===== config.mk =====
export PLATFORM = sky130hd
export DESIGN_NAME = serial_report_deframer_flat
export DESIGN_NICKNAME = d
export VERILOG_FILES = /design/src/design/srd_pkg.sv /design/src/design/srd_rx_if.sv /design/src/design/srd_res_if.sv /design/src/design/srd_parser.sv /design/src/design/srd_out_reg.sv /design/src/design/serial_report_deframer.sv /design/src/flat_wrapper.sv
export SDC_FILE = /design/constraint.sdc
export NUM_CORES = 1
export LEC_CHECK = 0
export BUFFER_PORTS_ARGS = -buffer_cell sky130_fd_sc_hd__clkbuf_2
export CAP_MARGIN = 20
export CORE_MARGIN = 5
export CORE_UTILIZATION = 30
export DETAILED_ROUTE_END_ITERATION = 12
export PLACE_DENSITY = 0.46
export SKIP_CTS_REPAIR_TIMING = 1
export SYNTH_ARGS = -nofsm -noshare
export SYNTH_HDL_FRONTEND = slang
export SYNTH_SLANG_ARGS = --single-unit
export TNS_END_PERCENT = 5

===== constraint.sdc =====
create_clock -name clk_i -period 15.38 [get_ports clk_i]
set_input_delay 0 -clock clk_i [delete_from_list [all_inputs] [get_ports clk_i]]
set_output_delay 0 -clock clk_i [all_outputs]
set_load 0.01 [all_outputs]

===== src/design/srd_pkg.sv =====
`timescale 1ns / 1ps
`default_nettype none
// ----------------------------------------------------------------------------
// srd_pkg: shared types and constants of the serial report deframer
// Frame layout positions, result kinds and the result record.
// ----------------------------------------------------------------------------
package srd_pkg;

  // Frame buffer size in bytes; a frame or line reaching this size is cut off
  localparam int unsigned BUF_BYTES = 1024;
  localparam int unsigned POS_W     = $clog2(BUF_BYTES);
  localparam int unsigned COUNT_W   = 11;
  localparam int unsigned LEN_W     = 16;
  localparam int unsigned END_W     = LEN_W + 1;

  localparam logic [7:0] START_MARK = 8'hFE;
  localparam logic [7:0] NEWLINE    = 8'h0A;

  // Byte positions within a frame
  localparam logic [POS_W-1:0] POS_LEN_LO   = POS_W'(1);
  localparam logic [POS_W-1:0] POS_LEN_HI   = POS_W'(2);
  localparam logic [POS_W-1:0] POS_MSG_TYPE = POS_W'(3);
  localparam logic [POS_W-1:0] POS_DEV_TYPE = POS_W'(4);
  localparam logic [POS_W-1:0] POS_DEVICE   = POS_W'(5);
  localparam logic [POS_W-1:0] POS_ENDPOINT = POS_W'(6);
  localparam logic [POS_W-1:0] POS_VEND_LO  = POS_W'(7);
  localparam logic [POS_W-1:0] POS_VEND_HI  = POS_W'(8);
  localparam logic [POS_W-1:0] POS_PROD_LO  = POS_W'(9);
  localparam logic [POS_W-1:0] POS_PROD_HI  = POS_W'(10);
  localparam logic [POS_W-1:0] POS_HDR_END  = POS_W'(11);
  localparam logic [POS_W-1:0] POS_LAST     = POS_W'(BUF_BYTES - 1);

  typedef enum logic [1:0] {
    KIND_PAYLOAD  = 2'd0,
    KIND_DONE     = 2'd1,
    KIND_DISCARD  = 2'd2,
    KIND_OVERFLOW = 2'd3
  } srd_kind_e;

  typedef struct packed {
    srd_kind_e          kind;
    logic [7:0]         msg_type;
    logic [7:0]         dev_type;
    logic [7:0]         device_port;
    logic [7:0]         endpoint_num;
    logic [15:0]        vendor_id;
    logic [15:0]        product_id;
    logic [LEN_W-1:0]   payload_length;
    logic [7:0]         data_byte;
    logic [COUNT_W-1:0] byte_count;
    logic               last;
  } srd_result_t;

endpackage
`default_nettype wire


===== src/design/srd_rx_if.sv =====
`timescale 1ns / 1ps
`default_nettype none
// ----------------------------------------------------------------------------
// srd_rx_if: received byte channel
// Valid/ready channel carrying one serial byte per transaction.
// ----------------------------------------------------------------------------
interface srd_rx_if;
  logic       valid;
  logic       ready;
  logic [7:0] rx_byte;

  modport source (output valid, output rx_byte, input ready);
  modport sink   (input valid, input rx_byte, output ready);
endinterface
`default_nettype wire


===== src/design/srd_res_if.sv =====
`timescale 1ns / 1ps
`default_nettype none
// ----------------------------------------------------------------------------
// srd_res_if: deframer result channel
// Valid/ready channel carrying one result record per transaction.
// ----------------------------------------------------------------------------
interface srd_res_if;
  import srd_pkg::*;
  logic        valid;
  logic        ready;
  srd_result_t result;

  modport source (output valid, output result, input ready);
  modport sink   (input valid, input result, output ready);
endinterface
`default_nettype wire


===== src/design/srd_parser.sv =====
`timescale 1ns / 1ps
`default_nettype none
// ----------------------------------------------------------------------------
// srd_parser: frame state and per-byte decode
// Holds position, frame flag and header registers; decodes each accepted
// byte into at most one result in the same cycle.
// ----------------------------------------------------------------------------
module srd_parser
  import srd_pkg::*;
(
  input  wire logic        clk_i,
  input  wire logic        rst_ni,
  input  wire logic        accept_i,
  input  wire logic [7:0]  rx_byte_i,
  output      logic        res_valid_o,
  output      srd_result_t res_o
);

  logic [POS_W-1:0] pos_q, pos_d;
  logic             in_frame_q, in_frame_d;
  logic [LEN_W-1:0] len_q, len_d;
  logic [7:0]       msg_type_q, msg_type_d;
  logic [7:0]       dev_type_q, dev_type_d;
  logic [7:0]       device_q, device_d;
  logic [7:0]       endpoint_q, endpoint_d;
  logic [15:0]      vendor_q, vendor_d;
  logic [15:0]      product_q, product_d;

  logic [POS_W:0]   pos_inc;
  logic [END_W-1:0] frame_end;
  logic [END_W-1:0] pos_ext;
  logic             in_body;

  assign pos_inc   = {1'b0, pos_q} + (POS_W + 1)'(1);
  assign frame_end = {1'b0, len_q} + END_W'(POS_HDR_END);
  assign pos_ext   = END_W'(pos_q);
  assign in_body   = pos_q >= POS_HDR_END;

  always_comb begin
    pos_d       = pos_q;
    in_frame_d  = in_frame_q;
    len_d       = len_q;
    msg_type_d  = msg_type_q;
    dev_type_d  = dev_type_q;
    device_d    = device_q;
    endpoint_d  = endpoint_q;
    vendor_d    = vendor_q;
    product_d   = product_q;
    res_valid_o = 1'b0;

    res_o                = '0;
    res_o.kind           = KIND_PAYLOAD;
    res_o.byte_count     = COUNT_W'(pos_inc);
    res_o.msg_type       = msg_type_q;
    res_o.dev_type       = dev_type_q;
    res_o.device_port    = device_q;
    res_o.endpoint_num   = endpoint_q;
    res_o.vendor_id      = vendor_q;
    res_o.product_id     = product_q;
    res_o.payload_length = len_q;

    if (!in_frame_q) begin
      // Unframed results carry no header
      res_o.msg_type       = '0;
      res_o.dev_type       = '0;
      res_o.device_port    = '0;
      res_o.endpoint_num   = '0;
      res_o.vendor_id      = '0;
      res_o.product_id     = '0;
      res_o.payload_length = '0;
      if (pos_q == '0 && rx_byte_i == START_MARK) begin
        in_frame_d = 1'b1;
        len_d      = '0;
        msg_type_d = '0;
        dev_type_d = '0;
        device_d   = '0;
        endpoint_d = '0;
        vendor_d   = '0;
        product_d  = '0;
        pos_d      = POS_W'(1);
      end else if (rx_byte_i == NEWLINE) begin
        res_valid_o = 1'b1;
        res_o.kind  = KIND_DISCARD;
        pos_d       = '0;
      end else if (pos_q == POS_LAST) begin
        res_valid_o = 1'b1;
        res_o.kind  = KIND_OVERFLOW;
        pos_d       = '0;
      end else begin
        pos_d = POS_W'(pos_inc);
      end
    end else begin
      case (pos_q)
        POS_LEN_LO:   len_d = {8'h00, rx_byte_i};
        POS_LEN_HI:   len_d = {rx_byte_i, len_q[7:0]};
        POS_MSG_TYPE: msg_type_d = rx_byte_i;
        POS_DEV_TYPE: dev_type_d = rx_byte_i;
        POS_DEVICE:   device_d = rx_byte_i;
        POS_ENDPOINT: endpoint_d = rx_byte_i;
        POS_VEND_LO:  vendor_d = {8'h00, rx_byte_i};
        POS_VEND_HI:  vendor_d = {rx_byte_i, vendor_q[7:0]};
        POS_PROD_LO:  product_d = {8'h00, rx_byte_i};
        POS_PROD_HI:  product_d = {rx_byte_i, product_q[7:0]};
        default:      ;
      endcase

      // Header registers are stable once the body starts
      if (in_body && pos_ext == frame_end) begin
        res_valid_o     = 1'b1;
        res_o.kind      = KIND_DONE;
        res_o.data_byte = rx_byte_i;
        in_frame_d      = 1'b0;
        pos_d           = '0;
      end else if (pos_q == POS_LAST) begin
        res_valid_o = 1'b1;
        res_o.kind  = KIND_OVERFLOW;
        in_frame_d  = 1'b0;
        pos_d       = '0;
      end else begin
        pos_d = POS_W'(pos_inc);
        if (in_body && pos_ext < frame_end) begin
          res_valid_o     = 1'b1;
          res_o.kind      = KIND_PAYLOAD;
          res_o.data_byte = rx_byte_i;
          res_o.last      = END_W'(pos_inc) == frame_end;
        end
      end
    end
  end

  always_ff @(posedge clk_i or negedge rst_ni) begin
    if (!rst_ni) begin
      pos_q      <= '0;
      in_frame_q <= 1'b0;
      len_q      <= '0;
      msg_type_q <= '0;
      dev_type_q <= '0;
      device_q   <= '0;
      endpoint_q <= '0;
      vendor_q   <= '0;
      product_q  <= '0;
    end else if (accept_i) begin
      pos_q      <= pos_d;
      in_frame_q <= in_frame_d;
      len_q      <= len_d;
      msg_type_q <= msg_type_d;
      dev_type_q <= dev_type_d;
      device_q   <= device_d;
      endpoint_q <= endpoint_d;
      vendor_q   <= vendor_d;
      product_q  <= product_d;
    end
  end

endmodule
`default_nettype wire


===== src/design/srd_out_reg.sv =====
`timescale 1ns / 1ps
`default_nettype none
// ----------------------------------------------------------------------------
// srd_out_reg: result register
// Holds one result until the receiver takes it; frees itself in the cycle
// the held result is taken, so a new byte can enter every cycle while held results are taken.
// ----------------------------------------------------------------------------
module srd_out_reg
  import srd_pkg::*;
(
  input  wire logic        clk_i,
  input  wire logic        rst_ni,
  input  wire logic        load_i,
  input  wire logic        res_valid_i,
  input  wire srd_result_t res_i,
  output      logic        in_ready_o,
  output      logic        out_valid_o,
  input  wire logic        out_ready_i,
  output      srd_result_t out_o
);

  logic        valid_q;
  srd_result_t data_q;

  assign in_ready_o  = !valid_q || out_ready_i;
  assign out_valid_o = valid_q;
  assign out_o       = data_q;

  always_ff @(posedge clk_i or negedge rst_ni) begin
    if (!rst_ni) begin
      valid_q <= 1'b0;
    end else if (in_ready_o) begin
      valid_q <= load_i && res_valid_i;
    end
  end

  always_ff @(posedge clk_i) begin
    if (in_ready_o && load_i && res_valid_i) begin
      data_q <= res_i;
    end
  end

endmodule
`default_nettype wire


===== src/design/serial_report_deframer.sv =====
`timescale 1ns / 1ps
`default_nettype none
// ----------------------------------------------------------------------------
// serial_report_deframer: deframer for length-prefixed serial reports
// Takes received serial bytes on rx_i and gives decoded results on res_o.
// A frame opens with 0xFE at line start, then a little-endian 16-bit payload
// length, an 8-byte header, the payload and one trailer byte. Each payload
// byte leaves as a payload result with the header attached; the trailer
// leaves as a frame-complete result. Unframed bytes up to a newline give
// one discard result with the count; a frame or line reaching the buffer
// size gives an overflow result and the parser returns to line start.
// A result is registered and valid on res_o in the cycle after its byte's transaction.
// Throughput: one byte per cycle while results are taken as they appear.
// The parser state and one result register set the rate: rx_i stays ready
// while the result register is empty or being taken in the same cycle.
// When the receiver stalls, the held result stays put and rx_i drops ready
// for every byte, with or without a result, until the held one is taken.
// Reset clears the position, the frame flag and the header registers, and
// empties the result register.
// ----------------------------------------------------------------------------
module serial_report_deframer
  import srd_pkg::*;
(
  input wire logic clk_i,
  input wire logic rst_ni,
  srd_rx_if.sink   rx_i,
  srd_res_if.source res_o
);

  logic        accept;
  logic        in_ready;
  logic        res_valid;
  srd_result_t res;

  assign rx_i.ready = in_ready;
  assign accept     = rx_i.valid && in_ready;

  srd_parser u_parser (
    .clk_i       (clk_i),
    .rst_ni      (rst_ni),
    .accept_i    (accept),
    .rx_byte_i   (rx_i.rx_byte),
    .res_valid_o (res_valid),
    .res_o       (res)
  );

  srd_out_reg u_out_reg (
    .clk_i       (clk_i),
    .rst_ni      (rst_ni),
    .load_i      (accept),
    .res_valid_i (res_valid),
    .res_i       (res),
    .in_ready_o  (in_ready),
    .out_valid_o (res_o.valid),
    .out_ready_i (res_o.ready),
    .out_o       (res_o.result)
  );

endmodule
`default_nettype wire

===== src/flat_wrapper.sv =====
// flat-port wrapper written by rule: the top's interface ports become plain ports
module serial_report_deframer_flat import srd_pkg::*;
  (clk_i, rst_ni, rx_i_valid, rx_i_rx_byte, rx_i_ready, res_o_valid, res_o_result, res_o_ready);
  srd_rx_if rx_i_i ();
  srd_res_if res_o_i ();
  input wire logic clk_i;
  input wire logic rst_ni;
  input wire logic [$bits(rx_i_i.valid)-1:0] rx_i_valid;
  input wire logic [$bits(rx_i_i.rx_byte)-1:0] rx_i_rx_byte;
  output wire logic [$bits(rx_i_i.ready)-1:0] rx_i_ready;
  output wire logic [$bits(res_o_i.valid)-1:0] res_o_valid;
  output wire logic [$bits(res_o_i.result)-1:0] res_o_result;
  input wire logic [$bits(res_o_i.ready)-1:0] res_o_ready;
  assign rx_i_i.valid = rx_i_valid;
  assign rx_i_i.rx_byte = rx_i_rx_byte;
  assign rx_i_ready = rx_i_i.ready;
  assign res_o_valid = res_o_i.valid;
  assign res_o_result = res_o_i.result;
  assign res_o_i.ready = res_o_ready;
  serial_report_deframer u_core (.clk_i(clk_i), .rst_ni(rst_ni), .rx_i(rx_i_i), .res_o(res_o_i));
endmodule

Yosys cells after proc, flatten, opt, wreduce, memory -nomap -nowiden
Cells that the tools add are included.
{"block": "word_totals", "reg_bits": 194, "inputBits": 12, "out_inout_bits": 104, "elab_cells": 120}
{"block": "classes", "add_sub_neg": 2, "magnitude_cmp": 2, "n_eq_ne": 28, "n_mux": 40, "bitwise_logic": 2, "n_reduce_logical": 22}
{"operator": "2-to-1 mux 8 bit", "count": 12}
{"operator": "case mux 16 bit (2 select lines)", "count": 3}
{"operator": "2-to-1 mux 16 bit", "count": 4}
{"operator": "2-to-1 mux 10 bit", "count": 5}
{"operator": "== test 10 x 3 -> 1 bit, second input constant", "count": 4}
{"operator": "== test 10 x 4 -> 1 bit, second input constant", "count": 3}
{"operator": "AND reduction 3 bit", "count": 7}
{"operator": "== test 10 x 2 -> 1 bit, second input constant", "count": 2}
{"operator": "adder 16 x 4 -> 17 bit, second input constant", "count": 1}
{"operator": "== test 10 x 17 -> 1 bit", "count": 1}
{"operator": "== test 11 x 17 -> 1 bit", "count": 1}
{"operator": "less-than comparator 10 x 17 -> 1 bit", "count": 1}
{"operator": "!= test 2 x 1 -> 1 bit, second input constant", "count": 7}
{"operator": "AND reduction 4 bit", "count": 3}
{"operator": "adder 10 x 1 -> 11 bit, second input constant", "count": 1}
{"operator": "2-to-1 mux 1 bit", "count": 11}
{"operator": "== test 10 x 1 -> 1 bit, second input constant", "count": 1}
{"operator": "== test 10 bit, second input constant", "count": 1}
{"operator": ">= comparator 10 x 4 -> 1 bit, second input constant", "count": 1}
{"operator": "logical NOT 10 bit", "count": 1}
{"operator": "2-to-1 mux 2 bit", "count": 5}
{"operator": "!= test 3 x 1 -> 1 bit, second input constant", "count": 3}
{"operator": "== test 8 x 4 -> 1 bit, second input constant", "count": 1}
{"operator": "== test 8 bit, second input constant", "count": 1}
{"operator": "other kinds (7)", "count": 16}

Longest topological paths before layout
{"block": "logic_depth", "ltp_word": 8, "depth_mapped": 13, "mapped_depth_nobuf": 13}

Cells and area by module
Synthesis repeated with hierarchy kept, for this count alone.
{"block": "hier_totals", "hier_cells": 683, "hier_area_um2": 8328.0}
{"module": "srd_parser", "instances": 1, "cells_each": 575, "area_per_inst_um2": 5198.7}
{"module": "srd_out_reg", "instances": 1, "cells_each": 107, "area_per_inst_um2": 3123.0}
{"module": "serial_report_deframer", "instances": 1, "cells_each": 1, "area_per_inst_um2": 6.3}

Worst setup path after synthesis
No wires, ideal clock.
{"block": "synth_path", "path_kind": "register to register", "from": "reg u_core.u_parser.len_q[0]", "to": "reg u_core.u_out_reg.data_q (netlist bit u_core.u_out_reg.out_o[0]) (enable)", "setup_ns": 0.596, "arrival_time_ns": 7.497, "path_slack_ns": 7.286, "path_stages_with_launch": 14, "period_less_slack_ns": 8.094, "path_cell_list": "dfrtp_1 > inv_1 > ha_1 > and2b_1 > o211ai_1 > xor2_1 > ha_1 > a21o_1 > a21o_1 > a21o_1 > a211o_1 > nand3_1 > o311ai_0 > a21oi_1"}
{"block": "synth_between", "elab_chain_cells": 8}
{"element": "from (decl)", "line_no": "srd_parser.sv:21", "rtl": "logic [LEN_W-1:0] len_q, len_d;"}
{"element": "from (signal assigned)", "line_no": "srd_parser.sv:145", "rtl": "len_q <= len_d;"}
{"element": "adder 16 x 4 -> 17 bit *", "line_no": "srd_parser.sv:35", "rtl": "assign frame_end = {1'b0, len_q} + END_W'(POS_HDR_END);"}
{"element": "less-than comparator 10 x 17 -> 1 bit", "line_no": "srd_parser.sv:121", "rtl": "if (in_body && pos_ext < frame_end) begin"}
{"element": "logical AND 1 bit", "line_no": "srd_parser.sv:121"}
{"element": "2-to-1 mux 1 bit", "line_no": "srd_parser.sv:121"}
{"element": "2-to-1 mux 1 bit", "line_no": "srd_parser.sv:114", "rtl": "end else if (pos_q == POS_LAST) begin"}
{"element": "2-to-1 mux 1 bit *", "line_no": "srd_parser.sv:108", "rtl": "if (in_body && pos_ext == frame_end) begin"}
{"element": "2-to-1 mux 1 bit *", "line_no": "srd_parser.sv:62", "rtl": "if (!in_frame_q) begin"}
{"element": "logical AND 1 bit *", "line_no": "srd_out_reg.sv:38", "rtl": "if (in_ready_o && load_i && res_valid_i) begin"}
{"element": "to (signal assigned)", "line_no": "srd_out_reg.sv:39", "rtl": "data_q <= res_i;"}
{"element": "to (decl)", "line_no": "srd_out_reg.sv:23", "rtl": "srd_result_t data_q;"}
Mark *: on every way between the ends. The rest lies on a longest branch, timed or not.
A chain may end at the register's enable or synchronous reset.

Final worst setup path
{"block": "layout_path", "from": "reg u_core.u_parser.len_q[0]", "to": "reg u_core.u_out_reg.data_q (netlist bit u_core.u_out_reg.out_o[99]) (enable)"}
Same word-level chain as after synthesis.

==> metrics.cfg <==
[status]
outcome = finished clean

[floorplanning]
initial_core_util = 0.302
dieArea_sq_um = 32400
fp.dieW_microns = 180
rows = 62
die_h_microns = 180
core_area_sq_um = 28600
ios = 116

[grt]
busiest_layer = met2
gr-usage-all-layers = 0.138
grt_max_degree = 111
grt_pass1_vias = 5830
antenna_found_initial = 0
overflow = 0
grtUsageMet2 = 0.216
met3_usage = 0.0232
grt_util_met1 = 0.196
grt_pass1_wl_mm = 35.3

[placed_design]
dp_worst_setup_slack_ps = 10270
routabilityCongestion = 0.795
place.port_buffers = 115
hpwlAfterDp_mm = 15.0

[synthesis]
syn-num-nets = 735
synth_seq_area_share = 0.620
ys.warnings.count = 0
syn_inst = 708
synth-main-ff-cell = edfxtp_1
synth_area_sq_um = 8660
ys_ff_latch = 194
synthDistinctLibCells = 64
synth_edf_count = 102
avgSynthCellArea_sq_um = 12.2
synthArstFlopShare = 0.474

[sta]
fin_setup_tns_ps = 0
timing.fmax_mhz = 198
final_hold_viol_count = 0
rsz0062_at_grt = no
slew_viol_final = 0
relSlewSlack = 0.324
report.final.setup_viol = 0
finalCritPeriodShare = 0.329
finalCriticalPeriod_ps = 5050
worst_pin_slew_ps = 1010
skew_ps = 15.3
fin_ws_ps = 10330

[layout]
syn_to_final_growth_pct = 18.4
fin_util = 0.358
drive_gt1_frac = 0.250
antenna_cells = 0
finalNetCount = 847

[critical_path]
cp-start-kind = flop
end_kind = flop
path_class = flop to flop
worstPathRequired_ps = 15440
worstPathMaxFanout = 52
cp_data_arrival_time_ps = 5110

[clock_network]
cts_max_level = 4
root_buffer = clkbuf_16
cts_max_path_buffers = 2
path_clk_slew_ps = 80
cts_tree = yes
cts-buffers-inserted = 17
clock_latency_ps = 440
clock_sinks = 194

[routing]
viasPerCell = 4.66
drt_wl_total_mm = 21.9
drt_iter0_markers = 470
wl_per_cell_microns = 18.0
drc = 0
dr.pass1.iters = 5
vias = 5674
drtAntennaViolNets = 0

[power]
p_sw_uw = 300
swShare = 0.268
p_comb_frac = 0.086
p_int_uw = 820
p_clk_frac = 0.400
p_per_area_nw_per_um2 = 109
power_mw = 1.12
power.leakage_nw = 4.20
seqPwrFrac = 0.514
ir_drop_mv = 0.0657

[min_path]
hold_path.class = input port to flop

[flow_run]
drv_cap = 0

-- registers in the layout, summed over array words and instances, names as in the netlist --
name and flops:
u_core.u_parser.vendor_q 16, u_core.u_parser.dev_type_q 8, u_core.u_parser.product_q 16, u_core.u_parser.pos_q 10, u_core.u_parser.endpoint_q 8, u_core.u_out_reg.out_valid_o 1
u_core.u_parser.msg_type_q 8, u_core.u_parser.len_q 16, u_core.u_parser.in_frame_q 1, u_core.u_out_reg.out_o 102, u_core.u_parser.device_q 8
-- critical path, cell delays in order (launching register included) --
cell and delay, ps:
dfrtp_1 410, inv_1 90, ha_1 180, and2b_1 250, o211ai_1 220, xor2_1 330
ha_1 310, a21o_1 160, a21o_1 170, a21o_1 170, a211o_1 320, nand3_1 100
o311ai_0 230, a21oi_4 520, buf_4 520, buf_4 650
-- metal layers --
metal / vias up / wire length [microns]
li1: 2747 / -
met1: 2769 / 10600
met2: 127 / 10100
met3: 31 / 742
met4: 0 / 441
met5: - / 0
-- power groups by stage --
stage	sequential [mW]	clock (mW)	combinational (mW)
after floorplan	0.574	0	0.0736
after global placement	0.587	0	0.0971
after detailed placement	0.588	0	0.0960
after CTS	0.576	0.464	0.0971
after global routing	0.579	0.482	0.108
final	0.576	0.448	0.0960
-- kinds of logic (layout without fill, tap and decap cells) --
family	Yosys count	count (layout)	share of synthesized area
fa+ha+maj	15	15	0.0217
compound gates	112	112	0.0922
mux	34	34	0.0439
flops	194	194	0.620
xor+xnor	28	28	0.0292
simple gates	282	282	0.173
buf+inv	43	168	0.0207
-- cell usage in the layout (no fill, tap or decap), types with 3 or more instances in the layout --
cell type | Yosys | routed
a21o_1 | 5 | 5
a21oi_1 | 7 | 6
a21oi_4 | 3 | 4
a22o_1 | 17 | 17
a31oi_1 | 7 | 7
and2_1 | 90 | 90
and3_1 | 9 | 9
buf_4 | 1 | 6
clkbuf_16 | 0 | 17
clkbuf_2 | 0 | 114
clkinvlp_4 | 0 | 4
dfrtp_1 | 92 | 91
edfxtp_1 | 102 | 102
ha_1 | 15 | 15
inv_1 | 13 | 13
inv_8 | 0 | 4
mux2_2 | 32 | 32
nand2_1 | 74 | 74
nand3_1 | 22 | 22
nand4_1 | 5 | 5
nor2_1 | 43 | 43
nor2b_1 | 3 | 3
nor3_1 | 8 | 8
nor4b_1 | 4 | 4
o211ai_1 | 3 | 3
o21ai_0 | 44 | 44
o21ai_1 | 3 | 3
o21ai_2 | 3 | 3
o31ai_2 | 3 | 3
or3_1 | 3 | 3
xnor2_1 | 18 | 18
xor2_1 | 9 | 9
-- synthesized netlist by cell type, types with 2 or more instances --
library cell / n / share of area
nor4_1: 2 / 0.0014
clkbuf_1: 22 / 0.0095
xnor2_1: 18 / 0.018
buf_2: 5 / 0.0029
ha_1: 15 / 0.022
nand3_1: 22 / 0.013
nor3_1: 8 / 0.0046
xor2_1: 9 / 0.0091
o21a_1: 2 / 0.0017
dfrtp_1: 92 / 0.27
o211ai_1: 3 / 0.0026
nand4_1: 5 / 0.0036
nor4b_1: 4 / 0.0040
nor2_4: 2 / 0.0026
a21o_1: 5 / 0.0043
and4_1: 2 / 0.0020
a41oi_1: 2 / 0.0020
inv_1: 13 / 0.0056
nand3b_1: 2 / 0.0017
nor2b_1: 3 / 0.0022
a21oi_4: 3 / 0.0056
a22o_1: 17 / 0.017
o21ai_1: 3 / 0.0017
edfxtp_1: 102 / 0.35
a31oi_1: 7 / 0.0051
nand2_1: 74 / 0.032
and2b_1: 2 / 0.0017
o21ai_2: 3 / 0.0030
mux2i_1: 2 / 0.0023
and3_1: 9 / 0.0065
or2_2: 2 / 0.0014
a21oi_1: 7 / 0.0040
o31ai_2: 3 / 0.0043
or3_1: 3 / 0.0022
nor2_1: 43 / 0.019
and2_1: 90 / 0.065
o21ai_0: 44 / 0.025
mux2_2: 32 / 0.042
-- through the flow --
| stage | instance area (sq um) | cells | hold WS, ps |
|---|---|---|---|
| global route | 10300 | 1217 | 48.7 |
| finish | 10300 | 1217 | 22.1 |
| detailed placement | 9630 | 1182 | -7.86 |
| global placement | 9630 | 1182 | -9.34 |
| floorplan | 8660 | 708 | -296 |
| CTS | 10200 | 1214 | -484 |
-- final timing paths --
check,from,end,slack [ps],cells past startpoint
hold reg to reg,u_core.u_parser.endpoint_q[1],u_core.u_parser.endpoint_q[1],480,2
hold / removal,res_o_ready,u_core.u_out_reg.out_valid_o,20,3
setup / recovery,u_core.u_parser.len_q[0],u_core.u_out_reg.out_o[99],10330,15
min in group asynchronous,rst_ni,u_core.u_parser.endpoint_q[4],80,2
max in group asynchronous,rst_ni,u_core.u_parser.in_frame_q,14090,3
setup reg to reg,u_core.u_parser.len_q[0],u_core.u_out_reg.out_o[99],10330,15
-- layout make-up --
type	instances	area, sq um
timing repair buffer	122	636
multi-input combinational	471	3130
clock buffer	17	425
sequential	194	5370
tap	384	480
fill	2864	18400
inverter	14	52.6
clock inverter	15	169
Power figures use the tool's default switching activity.
